--- src/hw/rtl/dns_response_field_parser_unit_assert.svh ---
// ----------------------------------------------------------------------------
// DNS response field parser assertion macros
// Concurrent assertion wrappers used by the parser step module.
// ----------------------------------------------------------------------------
`ifndef DNS_RESPONSE_FIELD_PARSER_UNIT_ASSERT_SVH
`define DNS_RESPONSE_FIELD_PARSER_UNIT_ASSERT_SVH

// same-cycle implication
`define DNSP_ASSERT_NOW(label, clk, rst_n, ante, cons, msg) \
    label: assert property (@(posedge clk) disable iff (!rst_n) (ante) |-> (cons)) \
        else $error(msg);

// next-cycle implication
`define DNSP_ASSERT_NEXT(label, clk, rst_n, ante, cons, msg) \
    label: assert property (@(posedge clk) disable iff (!rst_n) (ante) |=> (cons)) \
        else $error(msg);

`endif

--- src/hw/rtl/dnsp_pkg.sv ---
// ----------------------------------------------------------------------------
// DNS response field parser package
// Transaction types, field codes and phase encoding.
// ----------------------------------------------------------------------------
package dnsp_pkg;

    typedef struct packed {
        logic [7:0] msg_byte;
        logic       end_of_message;
    } byte_item_t;

    typedef struct packed {
        logic [4:0]  field_code;
        logic [31:0] field_value;
        logic        final_result;
    } field_item_t;

    localparam logic [4:0] FC_ID        = 5'd0;
    localparam logic [4:0] FC_NAME_CHAR = 5'd6;
    localparam logic [4:0] FC_LABEL_END = 5'd7;
    localparam logic [4:0] FC_QTYPE     = 5'd8;
    localparam logic [4:0] FC_QCLASS    = 5'd9;
    localparam logic [4:0] FC_ATYPE     = 5'd10;
    localparam logic [4:0] FC_ACLASS    = 5'd11;
    localparam logic [4:0] FC_TTL       = 5'd12;
    localparam logic [4:0] FC_RDLENGTH  = 5'd13;
    localparam logic [4:0] FC_RDATA     = 5'd14;
    localparam logic [4:0] FC_TRUNCATED = 5'd15;
    localparam logic [4:0] FC_OVERLONG  = 5'd16;

    localparam logic [2:0] HDR_ANCOUNT  = 3'd3;
    localparam logic [2:0] HDR_LAST     = 3'd5;

    localparam logic [2:0] LEN_SHORT    = 3'd2;
    localparam logic [2:0] LEN_LONG     = 3'd4;

    localparam logic [7:0]  PTR_MASK    = 8'hC0;
    localparam logic [15:0] TYPE_A      = 16'd1;
    localparam logic [15:0] TYPE_AAAA   = 16'd28;
    localparam logic [4:0]  RDATA_A     = 5'd4;
    localparam logic [4:0]  RDATA_AAAA  = 5'd16;

    typedef enum logic [1:0] {
        AT_OTHER = 2'b00,
        AT_A     = 2'b01,
        AT_AAAA  = 2'b10
    } atype_class_t;

    typedef enum logic [14:0] {
        PH_HEADER   = 15'b000000000000001,
        PH_QN_FIRST = 15'b000000000000010,
        PH_QN_LABEL = 15'b000000000000100,
        PH_QN_NEXT  = 15'b000000000001000,
        PH_QTYPE    = 15'b000000000010000,
        PH_QCLASS   = 15'b000000000100000,
        PH_AN_FIRST = 15'b000000001000000,
        PH_AN_PTR   = 15'b000000010000000,
        PH_AN_SKIP  = 15'b000000100000000,
        PH_ATYPE    = 15'b000001000000000,
        PH_ACLASS   = 15'b000010000000000,
        PH_TTL      = 15'b000100000000000,
        PH_RDLEN    = 15'b001000000000000,
        PH_RDATA    = 15'b010000000000000,
        PH_IDLE     = 15'b100000000000000
    } phase_t;

endpackage

--- src/hw/rtl/dnsp_if.sv ---
// ----------------------------------------------------------------------------
// DNS response field parser channels
// Valid/ready channels for message bytes and field results.
// ----------------------------------------------------------------------------
interface dnsp_byte_if;
    logic       valid;
    logic       ready;
    logic [7:0] msg_byte;
    logic       end_of_message;

    modport source (output valid, output msg_byte, output end_of_message, input ready);
    modport sink   (input valid, input msg_byte, input end_of_message, output ready);
endinterface

interface dnsp_field_if;
    logic        valid;
    logic        ready;
    logic [4:0]  field_code;
    logic [31:0] field_value;
    logic        final_result;

    modport source (output valid, output field_code, output field_value,
                    output final_result, input ready);
    modport sink   (input valid, input field_code, input field_value,
                    input final_result, output ready);
endinterface

--- src/hw/rtl/dnsp_in_stage.sv ---
// ----------------------------------------------------------------------------
// DNS parser input stage
// Registers one message byte transaction ahead of the parse step.
// ----------------------------------------------------------------------------
module dnsp_in_stage
    import dnsp_pkg::*;
(
    input  logic        clk,
    input  logic        rst_n,
    dnsp_byte_if.sink   byte_in,
    input  logic        take,
    output logic        item_valid,
    output byte_item_t  item
);

    logic       valid_reg;
    byte_item_t item_reg;

    assign byte_in.ready = !valid_reg || take;
    assign item_valid    = valid_reg;
    assign item          = item_reg;

    always_ff @(posedge clk or negedge rst_n)
    begin
        if (!rst_n)
        begin
            valid_reg <= 1'b0;
        end
        else if (byte_in.ready)
        begin
            valid_reg <= byte_in.valid;
        end
    end

    always_ff @(posedge clk)
    begin
        if (byte_in.valid && byte_in.ready)
        begin
            item_reg <= '{msg_byte: byte_in.msg_byte,
                          end_of_message: byte_in.end_of_message};
        end
    end

endmodule

--- src/hw/rtl/dnsp_step.sv ---
// ----------------------------------------------------------------------------
// DNS parser step
// Parse state, per-byte field decode and the result register.
// ----------------------------------------------------------------------------
`include "dns_response_field_parser_unit_assert.svh"

module dnsp_step
    import dnsp_pkg::*;
#(
    parameter int MAX_MESSAGE = 512
)
(
    input  logic         clk,
    input  logic         rst_n,
    input  logic         item_valid,
    input  byte_item_t   item,
    output logic         take,
    dnsp_field_if.source field_out
);

    localparam int CNT_W = $clog2(MAX_MESSAGE + 1);

    phase_t       phase_reg, phase_next;
    logic [2:0]   idx_reg, idx_next;
    logic [31:0]  acc_reg, acc_next;
    logic [2:0]   hdr_reg, hdr_next;
    logic [7:0]   label_reg, label_next;
    logic         answers_reg, answers_next;
    atype_class_t atype_reg, atype_next;
    logic [4:0]   rd_reg, rd_next;
    logic [CNT_W-1:0] cnt_reg, cnt_next;

    logic         out_valid_reg;
    field_item_t  out_reg;

    logic [31:0]  acc_shift;
    logic [2:0]   idx_inc;
    logic [2:0]   need;
    logic         gdone;
    logic         gather_ph;
    logic         over;
    logic [7:0]   b;
    logic         res_valid;
    field_item_t  res;

    assign take = item_valid && (!out_valid_reg || field_out.ready);
    assign b    = item.msg_byte;

    assign acc_shift = {acc_reg[23:0], b};
    assign idx_inc   = idx_reg + 3'd1;
    assign need      = (phase_reg == PH_TTL) ? LEN_LONG : LEN_SHORT;
    assign gdone     = idx_inc >= need;
    assign over      = cnt_reg >= CNT_W'(MAX_MESSAGE);
    assign gather_ph = (phase_reg == PH_HEADER) || (phase_reg == PH_QTYPE) ||
                       (phase_reg == PH_QCLASS) || (phase_reg == PH_ATYPE) ||
                       (phase_reg == PH_ACLASS) || (phase_reg == PH_TTL) ||
                       (phase_reg == PH_RDLEN);

    always_comb
    begin
        phase_next   = phase_reg;
        idx_next     = idx_reg;
        acc_next     = acc_reg;
        hdr_next     = hdr_reg;
        label_next   = label_reg;
        answers_next = answers_reg;
        atype_next   = atype_reg;
        rd_next      = rd_reg;
        cnt_next     = cnt_reg;
        res_valid    = 1'b0;
        res          = '{field_code: FC_ID, field_value: 32'd0, final_result: 1'b0};

        if (phase_reg != PH_IDLE)
        begin
            if (over)
            begin
                phase_next = PH_IDLE;
                res_valid  = 1'b1;
                res        = '{field_code: FC_OVERLONG, field_value: 32'd0,
                               final_result: 1'b1};
            end
            else
            begin
                cnt_next = cnt_reg + CNT_W'(1);
                if (gather_ph)
                begin
                    acc_next = gdone ? 32'd0 : acc_shift;
                    idx_next = gdone ? 3'd0 : idx_inc;
                end
                case (phase_reg)
                    PH_HEADER:
                    begin
                        if (gdone)
                        begin
                            if (hdr_reg == HDR_ANCOUNT)
                            begin
                                answers_next = (acc_shift[15:0] != 16'd0);
                            end
                            if (hdr_reg == HDR_LAST)
                            begin
                                hdr_next   = 3'd0;
                                phase_next = PH_QN_FIRST;
                            end
                            else
                            begin
                                hdr_next = hdr_reg + 3'd1;
                            end
                            res_valid = 1'b1;
                            res = '{field_code: FC_ID + 5'(hdr_reg), field_value: acc_shift,
                                    final_result: 1'b0};
                        end
                    end
                    PH_QN_FIRST, PH_QN_NEXT:
                    begin
                        if (b == 8'd0)
                        begin
                            phase_next = PH_QTYPE;
                        end
                        else
                        begin
                            label_next = b;
                            phase_next = PH_QN_LABEL;
                        end
                        if (phase_reg == PH_QN_NEXT)
                        begin
                            res_valid = 1'b1;
                            res = '{field_code: FC_LABEL_END, field_value: 32'd0,
                                    final_result: 1'b0};
                        end
                    end
                    PH_QN_LABEL:
                    begin
                        label_next = label_reg - 8'd1;
                        if (label_reg == 8'd1)
                        begin
                            phase_next = PH_QN_NEXT;
                        end
                        res_valid = 1'b1;
                        res = '{field_code: FC_NAME_CHAR, field_value: 32'(b),
                                final_result: 1'b0};
                    end
                    PH_QTYPE:
                    begin
                        if (gdone)
                        begin
                            phase_next = PH_QCLASS;
                            res_valid  = 1'b1;
                            res = '{field_code: FC_QTYPE, field_value: acc_shift,
                                    final_result: 1'b0};
                        end
                    end
                    PH_QCLASS:
                    begin
                        if (gdone)
                        begin
                            phase_next = answers_reg ? PH_AN_FIRST : PH_IDLE;
                            res_valid  = 1'b1;
                            res = '{field_code: FC_QCLASS, field_value: acc_shift,
                                    final_result: !answers_reg};
                        end
                    end
                    PH_AN_FIRST:
                    begin
                        if ((b & PTR_MASK) == PTR_MASK)
                        begin
                            phase_next = PH_AN_PTR;
                        end
                        else if (b == 8'd0)
                        begin
                            phase_next = PH_ATYPE;
                        end
                        else
                        begin
                            phase_next = PH_AN_SKIP;
                        end
                    end
                    PH_AN_PTR:
                    begin
                        phase_next = PH_ATYPE;
                    end
                    PH_AN_SKIP:
                    begin
                        if (b == 8'd0)
                        begin
                            phase_next = PH_ATYPE;
                        end
                    end
                    PH_ATYPE:
                    begin
                        if (gdone)
                        begin
                            if (acc_shift[15:0] == TYPE_A)
                            begin
                                atype_next = AT_A;
                            end
                            else if (acc_shift[15:0] == TYPE_AAAA)
                            begin
                                atype_next = AT_AAAA;
                            end
                            else
                            begin
                                atype_next = AT_OTHER;
                            end
                            phase_next = PH_ACLASS;
                            res_valid  = 1'b1;
                            res = '{field_code: FC_ATYPE, field_value: acc_shift,
                                    final_result: 1'b0};
                        end
                    end
                    PH_ACLASS:
                    begin
                        if (gdone)
                        begin
                            phase_next = PH_TTL;
                            res_valid  = 1'b1;
                            res = '{field_code: FC_ACLASS, field_value: acc_shift,
                                    final_result: 1'b0};
                        end
                    end
                    PH_TTL:
                    begin
                        if (gdone)
                        begin
                            phase_next = PH_RDLEN;
                            res_valid  = 1'b1;
                            res = '{field_code: FC_TTL, field_value: acc_shift,
                                    final_result: 1'b0};
                        end
                    end
                    PH_RDLEN:
                    begin
                        if (gdone)
                        begin
                            case (atype_reg)
                                AT_A:
                                begin
                                    rd_next    = RDATA_A;
                                    phase_next = PH_RDATA;
                                end
                                AT_AAAA:
                                begin
                                    rd_next    = RDATA_AAAA;
                                    phase_next = PH_RDATA;
                                end
                                default:
                                begin
                                    phase_next = PH_IDLE;
                                end
                            endcase
                            res_valid = 1'b1;
                            res = '{field_code: FC_RDLENGTH, field_value: acc_shift,
                                    final_result: (atype_reg == AT_OTHER)};
                        end
                    end
                    PH_RDATA:
                    begin
                        rd_next = rd_reg - 5'd1;
                        if (rd_reg == 5'd1)
                        begin
                            phase_next = PH_IDLE;
                        end
                        res_valid = 1'b1;
                        res = '{field_code: FC_RDATA, field_value: 32'(b),
                                final_result: (rd_reg == 5'd1)};
                    end
                    default:
                    begin
                        phase_next = phase_reg;
                    end
                endcase
                if (item.end_of_message && (phase_next != PH_IDLE))
                begin
                    res_valid = 1'b1;
                    res = '{field_code: FC_TRUNCATED, field_value: 32'd0,
                            final_result: 1'b1};
                end
            end
        end

        if (item.end_of_message)
        begin
            phase_next   = PH_HEADER;
            idx_next     = 3'd0;
            acc_next     = 32'd0;
            hdr_next     = 3'd0;
            label_next   = 8'd0;
            answers_next = 1'b0;
            atype_next   = AT_OTHER;
            rd_next      = 5'd0;
            cnt_next     = '0;
        end
    end

    always_ff @(posedge clk or negedge rst_n)
    begin
        if (!rst_n)
        begin
            phase_reg   <= PH_HEADER;
            idx_reg     <= 3'd0;
            acc_reg     <= 32'd0;
            hdr_reg     <= 3'd0;
            label_reg   <= 8'd0;
            answers_reg <= 1'b0;
            atype_reg   <= AT_OTHER;
            rd_reg      <= 5'd0;
            cnt_reg     <= '0;
        end
        else if (take)
        begin
            phase_reg   <= phase_next;
            idx_reg     <= idx_next;
            acc_reg     <= acc_next;
            hdr_reg     <= hdr_next;
            label_reg   <= label_next;
            answers_reg <= answers_next;
            atype_reg   <= atype_next;
            rd_reg      <= rd_next;
            cnt_reg     <= cnt_next;
        end
    end

    always_ff @(posedge clk or negedge rst_n)
    begin
        if (!rst_n)
        begin
            out_valid_reg <= 1'b0;
        end
        else if (take)
        begin
            out_valid_reg <= res_valid;
        end
        else if (field_out.ready)
        begin
            out_valid_reg <= 1'b0;
        end
    end

    always_ff @(posedge clk)
    begin
        if (take && res_valid)
        begin
            out_reg <= res;
        end
    end

    assign field_out.valid        = out_valid_reg;
    assign field_out.field_code   = out_reg.field_code;
    assign field_out.field_value  = out_reg.field_value;
    assign field_out.final_result = out_reg.final_result;

    `DNSP_ASSERT_NEXT(a_final_stops_parse, clk, rst_n,
        take && res_valid && res.final_result,
        (phase_reg == PH_IDLE) || (phase_reg == PH_HEADER),
        "final result left the parse running")
    `DNSP_ASSERT_NEXT(a_eom_rearms, clk, rst_n,
        take && item.end_of_message,
        (phase_reg == PH_HEADER) && (cnt_reg == '0) && (idx_reg == 3'd0),
        "end of message did not rearm the parser")
    `DNSP_ASSERT_NOW(a_count_bound, clk, rst_n,
        1'b1, cnt_reg <= CNT_W'(MAX_MESSAGE),
        "byte count passed the message limit")
    `DNSP_ASSERT_NOW(a_rdata_left, clk, rst_n,
        phase_reg == PH_RDATA, rd_reg != 5'd0,
        "rdata phase with no bytes left")

endmodule

--- src/hw/rtl/dns_response_field_parser_unit.sv ---
// ----------------------------------------------------------------------------
// DNS response field parser unit
// Parses a DNS response byte stream into header, question and first-answer
// field transactions.
// ----------------------------------------------------------------------------
//  channel     dir   payload                                   handshake
//  byte_in     in    msg_byte[8], end_of_message[1]            valid/ready
//  field_out   out   field_code[5], field_value[32],           valid/ready
//                    final_result[1]
//
//  One byte transaction per cycle while field_out is not stalled; a byte is
//  held in the input register, then its result, if any, in the result register.
//  Reset returns the parser to the header phase of a fresh message.
//  A stall on field_out holds the result register; the input register keeps
//  taking bytes while the parse step can still write the result register.
// ----------------------------------------------------------------------------
module dns_response_field_parser_unit
    import dnsp_pkg::*;
#(
    parameter int MAX_MESSAGE = 512
)
(
    input  logic         clk,
    input  logic         rst_n,
    dnsp_byte_if.sink    byte_in,
    dnsp_field_if.source field_out
);

    logic       take;
    logic       item_valid;
    byte_item_t item;

    dnsp_in_stage u_in_stage (
        .clk        (clk),
        .rst_n      (rst_n),
        .byte_in    (byte_in),
        .take       (take),
        .item_valid (item_valid),
        .item       (item)
    );

    dnsp_step #(
        .MAX_MESSAGE (MAX_MESSAGE)
    ) u_step (
        .clk        (clk),
        .rst_n      (rst_n),
        .item_valid (item_valid),
        .item       (item),
        .take       (take),
        .field_out  (field_out)
    );

endmodule
--- src/flat_wrapper.sv ---
// flat-port wrapper written by rule: the top's interface ports become plain ports
module dns_response_field_parser_unit_flat import dnsp_pkg::*;
#(
    parameter int MAX_MESSAGE = 512
)
  (clk, rst_n, byte_in_valid, byte_in_msg_byte, byte_in_end_of_message, byte_in_ready, field_out_valid, field_out_field_code, field_out_field_value, field_out_final_result, field_out_ready);
  dnsp_byte_if byte_in_i ();
  dnsp_field_if field_out_i ();
  input  logic clk;
  input  logic rst_n;
  input wire logic [$bits(byte_in_i.valid)-1:0] byte_in_valid;
  input wire logic [$bits(byte_in_i.msg_byte)-1:0] byte_in_msg_byte;
  input wire logic [$bits(byte_in_i.end_of_message)-1:0] byte_in_end_of_message;
  output wire logic [$bits(byte_in_i.ready)-1:0] byte_in_ready;
  output wire logic [$bits(field_out_i.valid)-1:0] field_out_valid;
  output wire logic [$bits(field_out_i.field_code)-1:0] field_out_field_code;
  output wire logic [$bits(field_out_i.field_value)-1:0] field_out_field_value;
  output wire logic [$bits(field_out_i.final_result)-1:0] field_out_final_result;
  input wire logic [$bits(field_out_i.ready)-1:0] field_out_ready;
  assign byte_in_i.valid = byte_in_valid;
  assign byte_in_i.msg_byte = byte_in_msg_byte;
  assign byte_in_i.end_of_message = byte_in_end_of_message;
  assign byte_in_ready = byte_in_i.ready;
  assign field_out_valid = field_out_i.valid;
  assign field_out_field_code = field_out_i.field_code;
  assign field_out_field_value = field_out_i.field_value;
  assign field_out_final_result = field_out_i.final_result;
  assign field_out_i.ready = field_out_ready;
  dns_response_field_parser_unit #(.MAX_MESSAGE(MAX_MESSAGE)) u_core (.clk(clk), .rst_n(rst_n), .byte_in(byte_in_i), .field_out(field_out_i));
endmodule
--- config.mk ---
export PLATFORM = sky130hd
export DESIGN_NAME = dns_response_field_parser_unit_flat
export DESIGN_NICKNAME = d
export VERILOG_FILES = /design/src/hw/rtl/dnsp_pkg.sv /design/src/hw/rtl/dnsp_if.sv /design/src/hw/rtl/dnsp_in_stage.sv /design/src/hw/rtl/dnsp_step.sv /design/src/hw/rtl/dns_response_field_parser_unit.sv /design/src/flat_wrapper.sv
export VERILOG_INCLUDE_DIRS = /design/src /design/src/hw/rtl
export SDC_FILE = /design/constraint.sdc
export NUM_CORES = 1
export LEC_CHECK = 0
export BUFFER_PORTS_ARGS = -buffer_cell sky130_fd_sc_hd__buf_2
export CAP_MARGIN = 20
export CORE_UTILIZATION = 53
export DETAILED_ROUTE_END_ITERATION = 16
export GPL_TIMING_DRIVEN = 0
export PLACE_DENSITY = 0.7
export SLEW_MARGIN = 20
export SYNTH_ARGS = -nofsm -noshare
export SYNTH_HDL_FRONTEND = slang
export SYNTH_SLANG_ARGS = --single-unit
--- constraint.sdc ---
create_clock -name clk -period 6.4 [get_ports clk]
set_input_delay 1.28 -clock clk [delete_from_list [all_inputs] [get_ports clk]]
set_output_delay 1.28 -clock clk [all_outputs]
set_load 0.005 [all_outputs]
==> impl_metrics.env <==
export IMPL_synth_top_family_by_area="compound AO/OA/AOI/OAI gates"
export IMPL_synth_edff_count=47
export IMPL_largest_fanout_on_the_critical_path=23
export IMPL_min_period_over_period_pct=85.0
export IMPL_post_detailed_route_count_of_antenna_violating_nets=0
export IMPL_cp_endpoint="u_core.u_step.field_out.valid$_DFFE_PN0P_"
export IMPL_hold_path_class="register to register"
export IMPL_post_dp_hpwl_um=15000
export IMPL_worst_clock_skew_ps=8.04
export IMPL_clk_root_buffer_cell="clkbuf_16"
export IMPL_average_instance_area_after_synthesis_sq_um=9.74
export IMPL_clk_insertion_delay_late_ps=420
export IMPL_synth_largest_type_area_fraction_pct=26.0
export IMPL_port_buffers=52
export IMPL_combinationalPowerShare_pct=28.9
export IMPL_synth_simple_gate_area_share_pct=21.1
export IMPL_die_width_um=116
export IMPL_postRouteWirelength_um=20200
export IMPL_largest_reg_flops=32
export IMPL_yosys_cell_types_count=78
export IMPL_synth_top_flop_cell="dfrtp_1"
export IMPL_grt_pass1_wl_um=31800
export IMPL_resized_after_cts=0
export IMPL_drive_gt1_share_pct=19.2
export IMPL_worst_setup_hold_path_clk_slew_ps=60
export IMPL_chipHeight_um=116
export IMPL_r2r_start="u_core.u_step.phase_reg[1]$_DFFE_PN0P_"
export IMPL_crit_required_ps=6710
export IMPL_synth_ff_latch_count=120
export IMPL_cap_violations=0
export IMPL_ctsHoldBuffers=0
export IMPL_place_detailed_instances=938
export IMPL_synth_top_cells_by_count="91 x nand2_1, 72 x dfrtp_1, 64 x o21ai_0"
export IMPL_critPathArrivalTime_ps=5740
export IMPL_run_status="completed"
export IMPL_post_drt_via_cell_ratio=6.33
export IMPL_cts_post_setup_buffers_inserted=0
export IMPL_grt_util_all_layers_pct=32.2
export IMPL_finalCoreUtilization_pct=63.7
export IMPL_synthesis_area_sq_um=6920
export IMPL_final_hold_violation_count=0
export IMPL_power_report_internal_total_uw=1840
export IMPL_antenna_diode_count=0
export IMPL_synthesis_instances=711
export IMPL_fmax_mhz=184
export IMPL_power_density_nw_per_um2=356
export IMPL_synth_area_leaders="dfrtp_1 26%, edfxtp_1 20%, a2111oi_2 6.1%"
export IMPL_timing_critical_path_from="u_core.u_step.phase_reg[1]$_DFFE_PN0P_"
export IMPL_route_vias_total=6136
export IMPL_end_kind="register"
export IMPL_clock_tree_buffer_depth=2
export IMPL_clock_tree_from_tritoncts="built"
export IMPL_drt_first_pass_iters=5
export IMPL_ys_warn_count=0
export IMPL_library_cell_with_the_largest_summed_area_after_synthesis="dfrtp_1"
export IMPL_antenna_found_initial=0
export IMPL_start_kind="register"
export IMPL_ioPinCount=53
export IMPL_cts_buffers=17
export IMPL_final_report_max_slew_violation_count=0
export IMPL_sw_ratio_pct=36.1
export IMPL_synth_xor_area_share_pct=1.90
export IMPL_residual_drc=0
export IMPL_final_cells=970
export IMPL_first_global_vias=5797
export IMPL_grt_max_degree=46
export IMPL_rsz0062_at_grt="false"
export IMPL_fin_nets=811
export IMPL_relSlewSlack_pct=36.6
export IMPL_net_count_after_synthesis=737
export IMPL_period_minus_slack_ps=5440
export IMPL_initial_core_util_pct=54.6
export IMPL_clockPowerShare_pct=33.8
export IMPL_power_leakage_uw=0.00322
export IMPL_clock_sink_count=120
export IMPL_worst_ir_drop_vdd_v=0.000267
export IMPL_power_switching_uw=1040
export IMPL_area_growth_synth_to_final_pct=16.6
export IMPL_muxShareOfSynthArea_pct=0.307
export IMPL_synth_seq_area_share_pct=46.8
export IMPL_report_final_setup_viol=0
export IMPL_cts_max_level=4
export IMPL_reg2reg_to="u_core.u_step.field_out.valid$_DFFE_PN0P_"
export IMPL_seq_power_share_pct=37.3
export IMPL_die_outline_area_sq_um=13500
export IMPL_synth_compound_area_share_pct=21.7
export IMPL_rows=41
export IMPL_coreArea_sq_um=12700
export IMPL_postSynth_asyncResetShare_pct=60.8
export IMPL_worst_r2r_cell_count=13
export IMPL_routabilityCongestion=0.965
export IMPL_wire_per_inst_um=20.8
export IMPL_worst_slew_pin_slew_ps=943
export IMPL_yosysMostFrequentCell="nand2_1"
export IMPL_drt_iter0_drc=666
export IMPL_setup_reg_to_reg_worst_slack_ps=960
export IMPL_synth_adder_area_share_pct=2.35
export IMPL_grt_overflow_total=0
export IMPL_setup_worst_path_class="register to register"
-- cells in the final DEF (no fill, tap or decap), drive strengths merged, types with 11 or more instances in the layout --
cell,synthesis,layout
edfxtp,47,47
nand3,13,13
nor4,21,21
a21oi,26,26
clkbuf,32,52
nor2,46,46
inv,47,49
ha,13,13
buf,18,73
xor2,11,11
a2111oi,34,34
o21ai,65,65
nor3,16,16
nand4,13,13
dfrtp,72,72
nand2,91,91
-- routing by layer --
metal / vias to the layer above / wire length, um / part of all wire, % / GRT usage, %
li1: 2804 / - / - / -
met1: 3012 / 9000 / 45 / 44.8
met2: 275 / 9100 / 45 / 48.3
met3: 45 / 1410 / 7.0 / 6.95
met4: 0 / 697 / 3.5 / 14.6
met5: - / 0 / 0 / 0
-- worst min path at each step --
| stage | endpoint | start | cells past startpoint | slack (ps) |
|---|---|---|---|---|
| after CTS | u_core.u_step.acc_reg[21]$_DFFE_PN0P_ | u_core.u_step.acc_reg[21]$_DFFE_PN0P_ | 2 | 490 |
| after detailed placement | u_core.u_step.acc_reg[18]$_DFFE_PN0P_ | u_core.u_step.acc_reg[18]$_DFFE_PN0P_ | 2 | 480 |
| after global routing | u_core.u_step.acc_reg[16]$_DFFE_PN0P_ | u_core.u_step.acc_reg[16]$_DFFE_PN0P_ | 2 | 520 |
| after floorplan | u_core.u_step.acc_reg[16]$_DFFE_PN0P_ | u_core.u_step.acc_reg[16]$_DFFE_PN0P_ | 2 | 450 |
| after global placement | u_core.u_step.acc_reg[19]$_DFFE_PN0P_ | u_core.u_step.acc_reg[19]$_DFFE_PN0P_ | 2 | 460 |
| final | u_core.u_step.acc_reg[21]$_DFFE_PN0P_ | u_core.u_step.acc_reg[21]$_DFFE_PN0P_ | 2 | 490 |
-- area by class of cell --
cell class,instances,area [sq um]
Clock inverter,12,149
Timing Repair Buffer,55,323
Fill cell,1052,4600
Sequential cell,120,3240
Inverter,47,176
Multi-Input combinational cell,494,3300
Tap cell,172,215
Buffer,50,223
Clock buffer,20,447
-- per-stage QoR --
| stage | TNS [ps] | total power, uW | cell area [sq um] | hold WS, ps | worst slack, ps |
|---|---|---|---|---|---|
| 3_5_place_dp | 0 | 1890 | 7480 | 476 | 1080 |
| 5_1_grt | 0 | 3020 | 8070 | 521 | 632 |
| 3_3_place_gp | -44420 | 1860 | 7400 | 464 | -1150 |
| 4_1_cts | 0 | 2870 | 8070 | 488 | 1060 |
| 2_1_floorplan | 0 | 1600 | 6920 | 450 | 964 |
| 6_report | 0 | 2880 | 8070 | 486 | 963 |
-- power groups by stage --
stage	combinational (uW)	clock, uW	sequential (uW)
2_1_floorplan	547	0	1060
3_3_place_gp	781	0	1080
3_5_place_dp	812	0	1080
4_1_cts	822	979	1070
5_1_grt	922	1010	1090
6_report	833	972	1070
-- worst max-delay path, stage by stage, from the launching register on --
cell and delay, ps:
dfrtp_1 400, buf_2 200, nor4_1 610, clkbuf_1 460, nand4_1 260, ha_1 430, and3_1 210, or3_1 350
clkbuf_1 240, o21ai_1 570, o41a_1 690, a31oi_4 430, buf_16 300, a21o_1 160
-- kinds of logic after synthesis --
group	count (synthesis)
AND/OR/NAND/NOR	270
AO/OA/AOI/OAI	194
flip-flops	120
buffers and inverters	97
XOR/XNOR	15
adder cells (fa/ha/maj)	13
multiplexers	2
Power figures use the tool's default switching activity.
